File: config.mk
export PLATFORM = sky130hd
export DESIGN_NAME = multichannel_length_prefix_deframer
export DESIGN_NICKNAME = d
export VERILOG_FILES = /design/src/sv/lpd_pkg.sv /design/src/sv/lpd_in_stage.sv /design/src/sv/lpd_frame_core.sv /design/src/sv/multichannel_length_prefix_deframer.sv
export VERILOG_INCLUDE_DIRS = /design/src /design/src/sv
export SDC_FILE = /design/constraint.sdc
export NUM_CORES = 1
export LEC_CHECK = 0
export BUFFER_PORTS_ARGS = -buffer_cell sky130_fd_sc_hd__buf_2
export CAP_MARGIN = 20
export CORE_MARGIN = 2
export CORE_UTILIZATION = 25
export CTS_BUF_LIST = sky130_fd_sc_hd__clkbuf_2 sky130_fd_sc_hd__clkbuf_4 sky130_fd_sc_hd__clkbuf_8
export DETAILED_ROUTE_END_ITERATION = 16
export GPL_ROUTABILITY_DRIVEN = 0
export PLACE_DENSITY_LB_ADDON = 0.3
export SLEW_MARGIN = 10
export SYNTH_ARGS = -nofsm -noshare
export SYNTH_HDL_FRONTEND = slang
export SYNTH_SLANG_ARGS = --single-unit
File: constraint.sdc
create_clock -name clock -period 5.1 [get_ports clock]
set_clock_uncertainty 0.15 [all_clocks]
set_input_delay 0.255 -clock clock [delete_from_list [all_inputs] [get_ports clock]]
set_output_delay 0.255 -clock clock [all_outputs]
set_load 0.005 [all_outputs]
File: src/sv/multichannel_length_prefix_deframer_assert.svh
// Assertion macros used by the deframer frame core.
`ifndef MULTICHANNEL_LENGTH_PREFIX_DEFRAMER_ASSERT_SVH
`define MULTICHANNEL_LENGTH_PREFIX_DEFRAMER_ASSERT_SVH

`ifndef ASSERT_OFF
`define LPD_ASSERT(lbl, clk, rst, prop) \
   lbl: assert property (@(posedge clk) disable iff (rst) (prop)) \
      else $error("lpd assertion failed");
`define LPD_ASSERT_IMPL(lbl, clk, rst, ante, cons) \
   lbl: assert property (@(posedge clk) disable iff (rst) (ante) |-> (cons)) \
      else $error("lpd implication failed");
`else
`define LPD_ASSERT(lbl, clk, rst, prop)
`define LPD_ASSERT_IMPL(lbl, clk, rst, ante, cons)
`endif

`endif

File: src/sv/lpd_pkg.sv
package lpd_pkg;

   localparam int CH_W     = 4;
   localparam int BYTE_W   = 8;
   localparam int CHANNELS = 16;
   // only channels reachable through the 4-bit tag need state
   localparam int DEPTH    = (CHANNELS < (1 << CH_W)) ? CHANNELS : (1 << CH_W);
   localparam int IDX_W    = (DEPTH > 1) ? $clog2(DEPTH) : 1;

   typedef struct packed {
      logic [CH_W-1:0]   channel;
      logic [BYTE_W-1:0] data;
   } item_type;

   typedef struct packed {
      logic [CH_W-1:0]   out_channel;
      logic [BYTE_W-1:0] out_byte;
      logic [BYTE_W-1:0] frame_offset;
      logic              frame_end;
      logic              length_error;
   } result_type;

endpackage

File: src/sv/lpd_in_stage.sv
module lpd_in_stage (
   input  logic              clock,
   input  logic              reset,
   input  logic              req_valid,
   output logic              req_stall,
   input  lpd_pkg::item_type req_item,
   input  logic              advance,
   output logic              s1_valid,
   output lpd_pkg::item_type s1_item
);
   import lpd_pkg::*;

   logic     valid_ff, valid_in;
   item_type item_ff;
   logic     load;
   logic     in_range;

   assign req_stall = valid_ff && !advance;
   assign load      = req_valid && !req_stall;
   // words tagged with a channel that has no state are dropped here
   assign in_range  = (32'(req_item.channel) < CHANNELS);

   always_comb begin
      valid_in = valid_ff;
      if (load) begin
         valid_in = in_range;
      end else if (advance) begin
         valid_in = 1'b0;
      end
   end

   always_ff @(posedge clock) begin
      if (reset) begin
         valid_ff <= 1'b0;
      end else begin
         valid_ff <= valid_in;
      end
   end

   always_ff @(posedge clock) begin
      if (load) begin
         item_ff <= req_item;
      end
   end

   assign s1_valid = valid_ff;
   assign s1_item  = item_ff;

endmodule

File: src/sv/lpd_frame_core.sv
`include "multichannel_length_prefix_deframer_assert.svh"

module lpd_frame_core (
   input  logic                clock,
   input  logic                reset,
   input  logic                s1_valid,
   input  lpd_pkg::item_type   s1_item,
   output logic                advance,
   output logic                rsp_valid,
   input  logic                rsp_stall,
   output lpd_pkg::result_type rsp_result
);
   import lpd_pkg::*;

   logic [BYTE_W-1:0] exp_len_ff [DEPTH];
   logic [BYTE_W-1:0] count_ff   [DEPTH];
   logic [BYTE_W-1:0] exp_len_in, count_in;
   logic              rsp_valid_ff;
   result_type        result_ff, result_in;

   logic [IDX_W-1:0]  idx;
   logic [BYTE_W-1:0] cur_len, cur_cnt, eff_len, cnt_inc;
   logic              awaiting_len, zero_len, done, fire;

   assign advance = !rsp_valid_ff || !rsp_stall;
   assign fire    = s1_valid && advance;
   assign idx     = s1_item.channel[IDX_W-1:0];

   assign cur_len      = exp_len_ff[idx];
   assign cur_cnt      = count_ff[idx];
   assign awaiting_len = (cur_len == '0);
   assign zero_len     = awaiting_len && (s1_item.data == '0);
   assign eff_len      = awaiting_len ? s1_item.data : cur_len;
   assign cnt_inc      = cur_cnt + BYTE_W'(1);
   assign done         = (cnt_inc >= eff_len);

   always_comb begin
      result_in.out_channel = s1_item.channel;
      result_in.out_byte    = s1_item.data;
      exp_len_in = cur_len;
      count_in   = cur_cnt;
      if (zero_len) begin
         // bad length word: report it, leave the channel waiting
         result_in.frame_offset = '0;
         result_in.frame_end    = 1'b0;
         result_in.length_error = 1'b1;
      end else begin
         result_in.frame_offset = cur_cnt;
         result_in.frame_end    = done;
         result_in.length_error = 1'b0;
         exp_len_in = done ? '0 : eff_len;
         count_in   = done ? '0 : cnt_inc;
      end
   end

   always_ff @(posedge clock) begin
      if (reset) begin
         for (int i = 0; i < DEPTH; i++) begin
            exp_len_ff[i] <= '0;
            count_ff[i]   <= '0;
         end
      end else if (fire) begin
         exp_len_ff[idx] <= exp_len_in;
         count_ff[idx]   <= count_in;
      end
   end

   always_ff @(posedge clock) begin
      if (reset) begin
         rsp_valid_ff <= 1'b0;
      end else if (advance) begin
         rsp_valid_ff <= s1_valid;
      end
   end

   always_ff @(posedge clock) begin
      if (fire) begin
         result_ff <= result_in;
      end
   end

   assign rsp_valid  = rsp_valid_ff;
   assign rsp_result = result_ff;

   `LPD_ASSERT_IMPL(a_err_shape, clock, reset, rsp_valid_ff && result_ff.length_error,
                    result_ff.frame_offset == '0 && !result_ff.frame_end)
   `LPD_ASSERT_IMPL(a_idle_count, clock, reset, s1_valid && awaiting_len, cur_cnt == '0)
   `LPD_ASSERT_IMPL(a_count_below, clock, reset, s1_valid && !awaiting_len,
                    cur_cnt < cur_len)
   `LPD_ASSERT_IMPL(a_state_hold, clock, reset, s1_valid && !advance,
                    ##1 ($stable(exp_len_ff[idx]) && $stable(count_ff[idx])))

endmodule

File: src/sv/multichannel_length_prefix_deframer.sv
// Length-prefixed frame deframer for up to 16 interleaved channels. Each
// accepted word is a byte tagged with its channel; the first byte of a frame
// is its length and counts as part of the frame. Every word comes back with
// its channel, its offset in the frame and an end-of-frame flag; a zero
// length byte is flagged as an error and leaves the channel waiting for a
// length. Throughput is one word per cycle while rsp_stall is low: the
// per-channel length and count registers are read and updated between the
// input register and the result register, so consecutive words on the same
// channel need no forwarding. rsp_valid rises once the word has passed the
// input register and then the result register; a stalled result holds the
// input register, so req_stall follows rsp_stall in the same cycle once both
// registers are full. Channels not below CHANNELS are dropped with no result.
module multichannel_length_prefix_deframer (
   input  logic                       clock,
   input  logic                       reset,
   input  logic                       req_valid,
   output logic                       req_stall,
   input  logic [lpd_pkg::CH_W-1:0]   req_channel,
   input  logic [lpd_pkg::BYTE_W-1:0] req_rx_byte,
   output logic                       rsp_valid,
   input  logic                       rsp_stall,
   output logic [lpd_pkg::CH_W-1:0]   rsp_out_channel,
   output logic [lpd_pkg::BYTE_W-1:0] rsp_out_byte,
   output logic [lpd_pkg::BYTE_W-1:0] rsp_frame_offset,
   output logic                       rsp_frame_end,
   output logic                       rsp_length_error
);
   import lpd_pkg::*;

   item_type   req_item, s1_item;
   result_type rsp_result;
   logic       s1_valid, advance;

   assign req_item.channel = req_channel;
   assign req_item.data    = req_rx_byte;

   lpd_in_stage u_in_stage (
      .clock     (clock),
      .reset     (reset),
      .req_valid (req_valid),
      .req_stall (req_stall),
      .req_item  (req_item),
      .advance   (advance),
      .s1_valid  (s1_valid),
      .s1_item   (s1_item)
   );

   lpd_frame_core u_frame_core (
      .clock      (clock),
      .reset      (reset),
      .s1_valid   (s1_valid),
      .s1_item    (s1_item),
      .advance    (advance),
      .rsp_valid  (rsp_valid),
      .rsp_stall  (rsp_stall),
      .rsp_result (rsp_result)
   );

   assign rsp_out_channel  = rsp_result.out_channel;
   assign rsp_out_byte     = rsp_result.out_byte;
   assign rsp_frame_offset = rsp_result.frame_offset;
   assign rsp_frame_end    = rsp_result.frame_end;
   assign rsp_length_error = rsp_result.length_error;

endmodule
# After elaboration in Yosys (flattened, before gate mapping)
# Memory sizes are Yosys's and may differ from the RTL's. A register that Yosys moved wholly into a read port is not among the register bits.
# Index checks and enable logic that the tools add are counted.
word_totals:
  regBits: 36
  ram_bits: 256
  input_bits: 16
  out_inout_bits: 24
  wordCells: 48
  memories: 2
op_classes:
  n_addsub: 1
  magnitude_cmp: 1
  mux: 21
  n_reduce_logical: 14
mem_list:
  columns: ["name", "depth", "word_bits", "read_ports", "rd_ports_with_merged_regs", "wr", "line", "source"]
  rows:
  - ["u_frame_core.count_ff", 16, 8, 1, 1, 16, "lpd_frame_core.sv:16", "logic [BYTE_W-1:0] count_ff [DEPTH];"]
  - ["u_frame_core.exp_len_ff", 16, 8, 1, 1, 16, "lpd_frame_core.sv:15", "logic [BYTE_W-1:0] exp_len_ff [DEPTH];"]
ops:
  columns: ["cell", "count"]
  rows:
  - ["two-way mux 8 bit", 7]
  - ["zero test 8 bit", 2]
  - ["two-way mux 4 bit", 4]
  - ["OR reduction 8 bit", 2]
  - ["two-way mux 1 bit", 10]
  - ["adder 8 x 1 -> 8 bit, second input constant", 1]
  - [">= comparator 8 bit", 1]
  - ["logical AND 1 bit", 4]
  - ["zero test 1 bit", 4]
  - ["nonzero test 2 bit", 1]
  - ["logical OR 1 bit", 1]

# Longest topological paths before layout
depth:
  word_depth: 8
  depth_mapped: 21
  ltp_nobuf: 15

# By module
# Synthesis repeated with hierarchy kept, for this count alone.
unflattened:
  cells_unflattened: 877
  area_unflattened_um2: 12981.2
modules_own_cells:
  columns: ["mod", "instances", "cells_each", "area_each_um2", "seq_area_each_um2"]
  rows:
  - ["lpd_frame_core", 1, 861, 12570.8, 8368.0]
  - ["lpd_in_stage", 1, 16, 410.4, 380.4]

# Least setup slack after synthesis
# Ideal clock, no wire load.
synth_timing:
  path_kind: "register to register"
  start: "register (tool-made name)"
  end: "memory u_frame_core.count_ff[14][6], data pin"
  setup_ns: 0.143
  t_arrival_ns: 5.015
  required_time_ns: 4.807
  setup_slack_ns: -0.208
  path_stages_with_launch: 19
  path_buffers: 5
  synth_period_minus_slack_ns: 5.308
  path_cell_list: "dfxtp_1 > buf_6 > buf_6 > buf_6 > mux4_2 > a22oi_2 > nand3_2 > nor3_2 > a31oi_1 > clkbuf_1 > ha_1 > a21o_1 > a21oi_1 > o21ai_0 > a21o_1 > a21oi_1 > a32oi_1 > buf_4 > a21oi_2"
synth_rtl:
  columns: ["element", "line"]
  rows:
  - ["to (decl)", "lpd_frame_core.sv:16"]

==> flow_summary.json <==
{
  "status": "finished clean",
  "setup.worst_path.start_class": "flip-flop",
  "avgSynthCellArea_um2": 14.7,
  "worst_skew_pair.late_latency_ps": 600,
  "p_per_area_nw_per_um2": 372,
  "end_kind": "flip-flop",
  "htree_levels": 2,
  "cts_root_buffer": "clkbuf_8",
  "drc": 0,
  "grt_overflow": 0,
  "ir_drop_mv": 0.156,
  "multiInputGateArea_um2": 4410,
  "nets": 1069,
  "drt-vias-per-instance": 5.09,
  "ys_seq_elements": 296,
  "setup_violations": 0,
  "synth.yosys.seq_area_share": 0.648,
  "initial_utilization": 0.253,
  "cts_tree": "built",
  "p_leak_uw": 0.00543,
  "die_area_um2": 56400,
  "switching_share": 0.292,
  "clkPwrFrac": 0.350,
  "die_h_um": 238,
  "grt_usage": 0.153,
  "cap_violations": 0,
  "hold_path_depth": 2,
  "final_area_um2": 16300,
  "antenna_found_initial": 1,
  "die_x_um": 238,
  "final_cell_mix": "edfxtp_1, nor3_1, a21oi_1",
  "syn_area_um2": 13600,
  "reg2reg_to": "u_frame_core.count_ff[12][0]",
  "io_pins": 40,
  "crit_end": "u_frame_core.count_ff[12][0]",
  "r2r_cells": 17,
  "first_global_vias": 9313,
  "cts_buffer_depth": 3,
  "n_fill_cell": 5344,
  "clock_sinks": 296,
  "wl_mm": 43.6,
  "period_minus_slack_ps": 4820,
  "drt_iter0_markers": 996,
  "pwr-share-comb": 0.187,
  "worstPathArrival_ps": 5080,
  "dr.pass1.iters": 7,
  "seq_power_share": 0.463,
  "place_hpwl_mm": 26.6,
  "synthArstFlopShare": 0,
  "synth_cells": 930,
  "final_common_cell": "edfxtp_1",
  "grt_pass1_wl_mm": 63.4,
  "synth.net_count": 955,
  "fp-row-count": 85,
  "p_int_uw": 4290,
  "r2r_slack_ps": 280,
  "cts-buffers-inserted": 50,
  "ys_warn_count": 0,
  "post-route-period-util": 0.944,
  "clk_pin_slew_ps": 60,
  "slew_headroom": 0.417,
  "dpl_cell_area_um2": 15200,
  "vias": 9064,
  "crit_required_ps": 5360,
  "ant_nets": 0,
  "wl_per_cell_um": 24.5,
  "hold_class": "primary input to flip-flop",
  "p_switching_uw": 1770,
  "numPortBuffers": 39,
  "crit_type": "flip-flop to flip-flop",
  "synth_ff_type": "edfxtp_1",
  "maxSlewViolCount": 0,
  "syn2layout_area_growth_pct": 19.6,
  "grt_max_degree": 52,
  "tightest_slew_ps": 874,
  "max_freq_ghz": 0.208,
  "area.sequential_um2": 8830,
  "core_area_um2": 53800,
  "synth_edf_count": 290,
  "ys_types": 54,
  "fin_util": 0.303,
  "final_layout_size_suffix_gt1_frac": 0.284,
  "worst-path-max-fanout": 16,
  "hold_viol_final": 0,
  "hold_slack_ps": 217
}
worst max-delay path, stage by stage (launching register included):
cell,delay [ps]
dfxtp_4,420
buf_4,210
buf_12,210
mux4_2,530
a22oi_1,250
nand2_1,170
ha_1,240
and2_1,170
a21oi_1,180
nand2b_1,130
ha_1,250
a21o_1,160
a21oi_1,150
o21ai_0,110
a21o_1,240
a21o_1,220
a211o_1,530
a21oi_1,270
logic make-up (layout without fill, tap and decap cells):
family | count (synthesis) | count (layout) | synth area share
DFF | 296 | 296 | 0.648
muxes | 75 | 75 | 0.109
and+or+nand+nor | 252 | 252 | 0.0962
other | 0 | 1 | 0
AOI/OAI and AO/OA | 201 | 202 | 0.102
adders and majority gates | 9 | 9 | 0.00826
xor gates and xnor gates | 5 | 5 | 0.00321
buffers and inverters | 92 | 243 | 0.0332
how the worst min path moves through the flow:
| stage | start | to | slack [ps] |
|---|---|---|---|
| 2_1_floorplan | req_rx_byte[0] | u_in_stage.s1_item[0] | 200 |
| 3_3_place_gp | req_rx_byte[3] | u_in_stage.s1_item[3] | 280 |
| 3_5_place_dp | req_rx_byte[0] | u_in_stage.s1_item[0] | 280 |
| 4_1_cts | req_rx_byte[1] | u_in_stage.s1_item[1] | 180 |
| 5_1_grt | req_rx_byte[1] | u_in_stage.s1_item[1] | 200 |
| 6_report | req_rx_byte[2] | u_in_stage.s1_item[2] | 220 |
metal layers:
metal,wire length [µm],global-route usage,vias to the layer above
met5,0,0,-
met4,1270,0.0520,0
met3,2520,0.0190,86
met2,21800,0.265,343
met1,18000,0.199,4678
li1,-,-,3957
stage by stage:
stage	instances	power [µW]	worst slack, ps	setup TNS, ps
floorplan	930	3510	223	0
global placement	1670	3950	178	0
detailed placement	1672	3960	159	0
CTS	1777	6080	144	0
global route	1779	6270	-27.3	-55.5
finish	1779	6070	285	0
state kept, by name, indices dropped and copies added (netlist names), named ones only:
signal and count:
u_frame_core.count_ff 128, u_frame_core.exp_len_ff 128, u_frame_core.rsp_result 22, u_frame_core.rsp_valid 1, u_in_stage.s1_item 12, u_in_stage.s1_valid 1
final cells by class:
type | instances | share of cell area
flip-flops and latches | 296 | 0.542
multi-input cells | 543 | 0.271
repair buffers | 144 | 0.0730
well taps | 696 | 0.0534
clock buffers | 67 | 0.0504
clock inverters | 23 | 0.00875
inverters | 9 | 0.00207
diodes | 1 | 0.000153
synthesized netlist by cell type (all sizes together) (7+ instances only):
library cell    n  area [µm²]
edfxtp        290        8710
nor3          132         666
a21oi         126         721
mux4           59        1330
clkbuf         51         191
nand2          35         131
buf            32         228
nand2b         21         131
nor2           18        67.6
a31oi          17         106
a22oi          16         125
mux2i          15         150
nand3          14        75.1
ha              9         113
inv             9        33.8
and2            8        50.1
a221oi          7        80.1
nor2b           7        43.8
power by group through the flow:
stage          sequential, µW  clock (µW)  combinational (µW)
3_5_place_dp             2860           0                1100
2_1_floorplan            2840           0                 671
6_report                 2810        2120                1130
3_3_place_gp             2860           0                1090
5_1_grt                  2820        2240                1210
4_1_cts                  2810        2160                1110
what timing repair did:
action / in CTS / in global routing
setup endpoints to repair: 0 / 172
hold endpoints to repair: 18 / 0
gates resized for setup: 0 / 5
hold buffers: 15 / 0
setup buffers: 0 / 0
(Power assumes the default switching activity.)
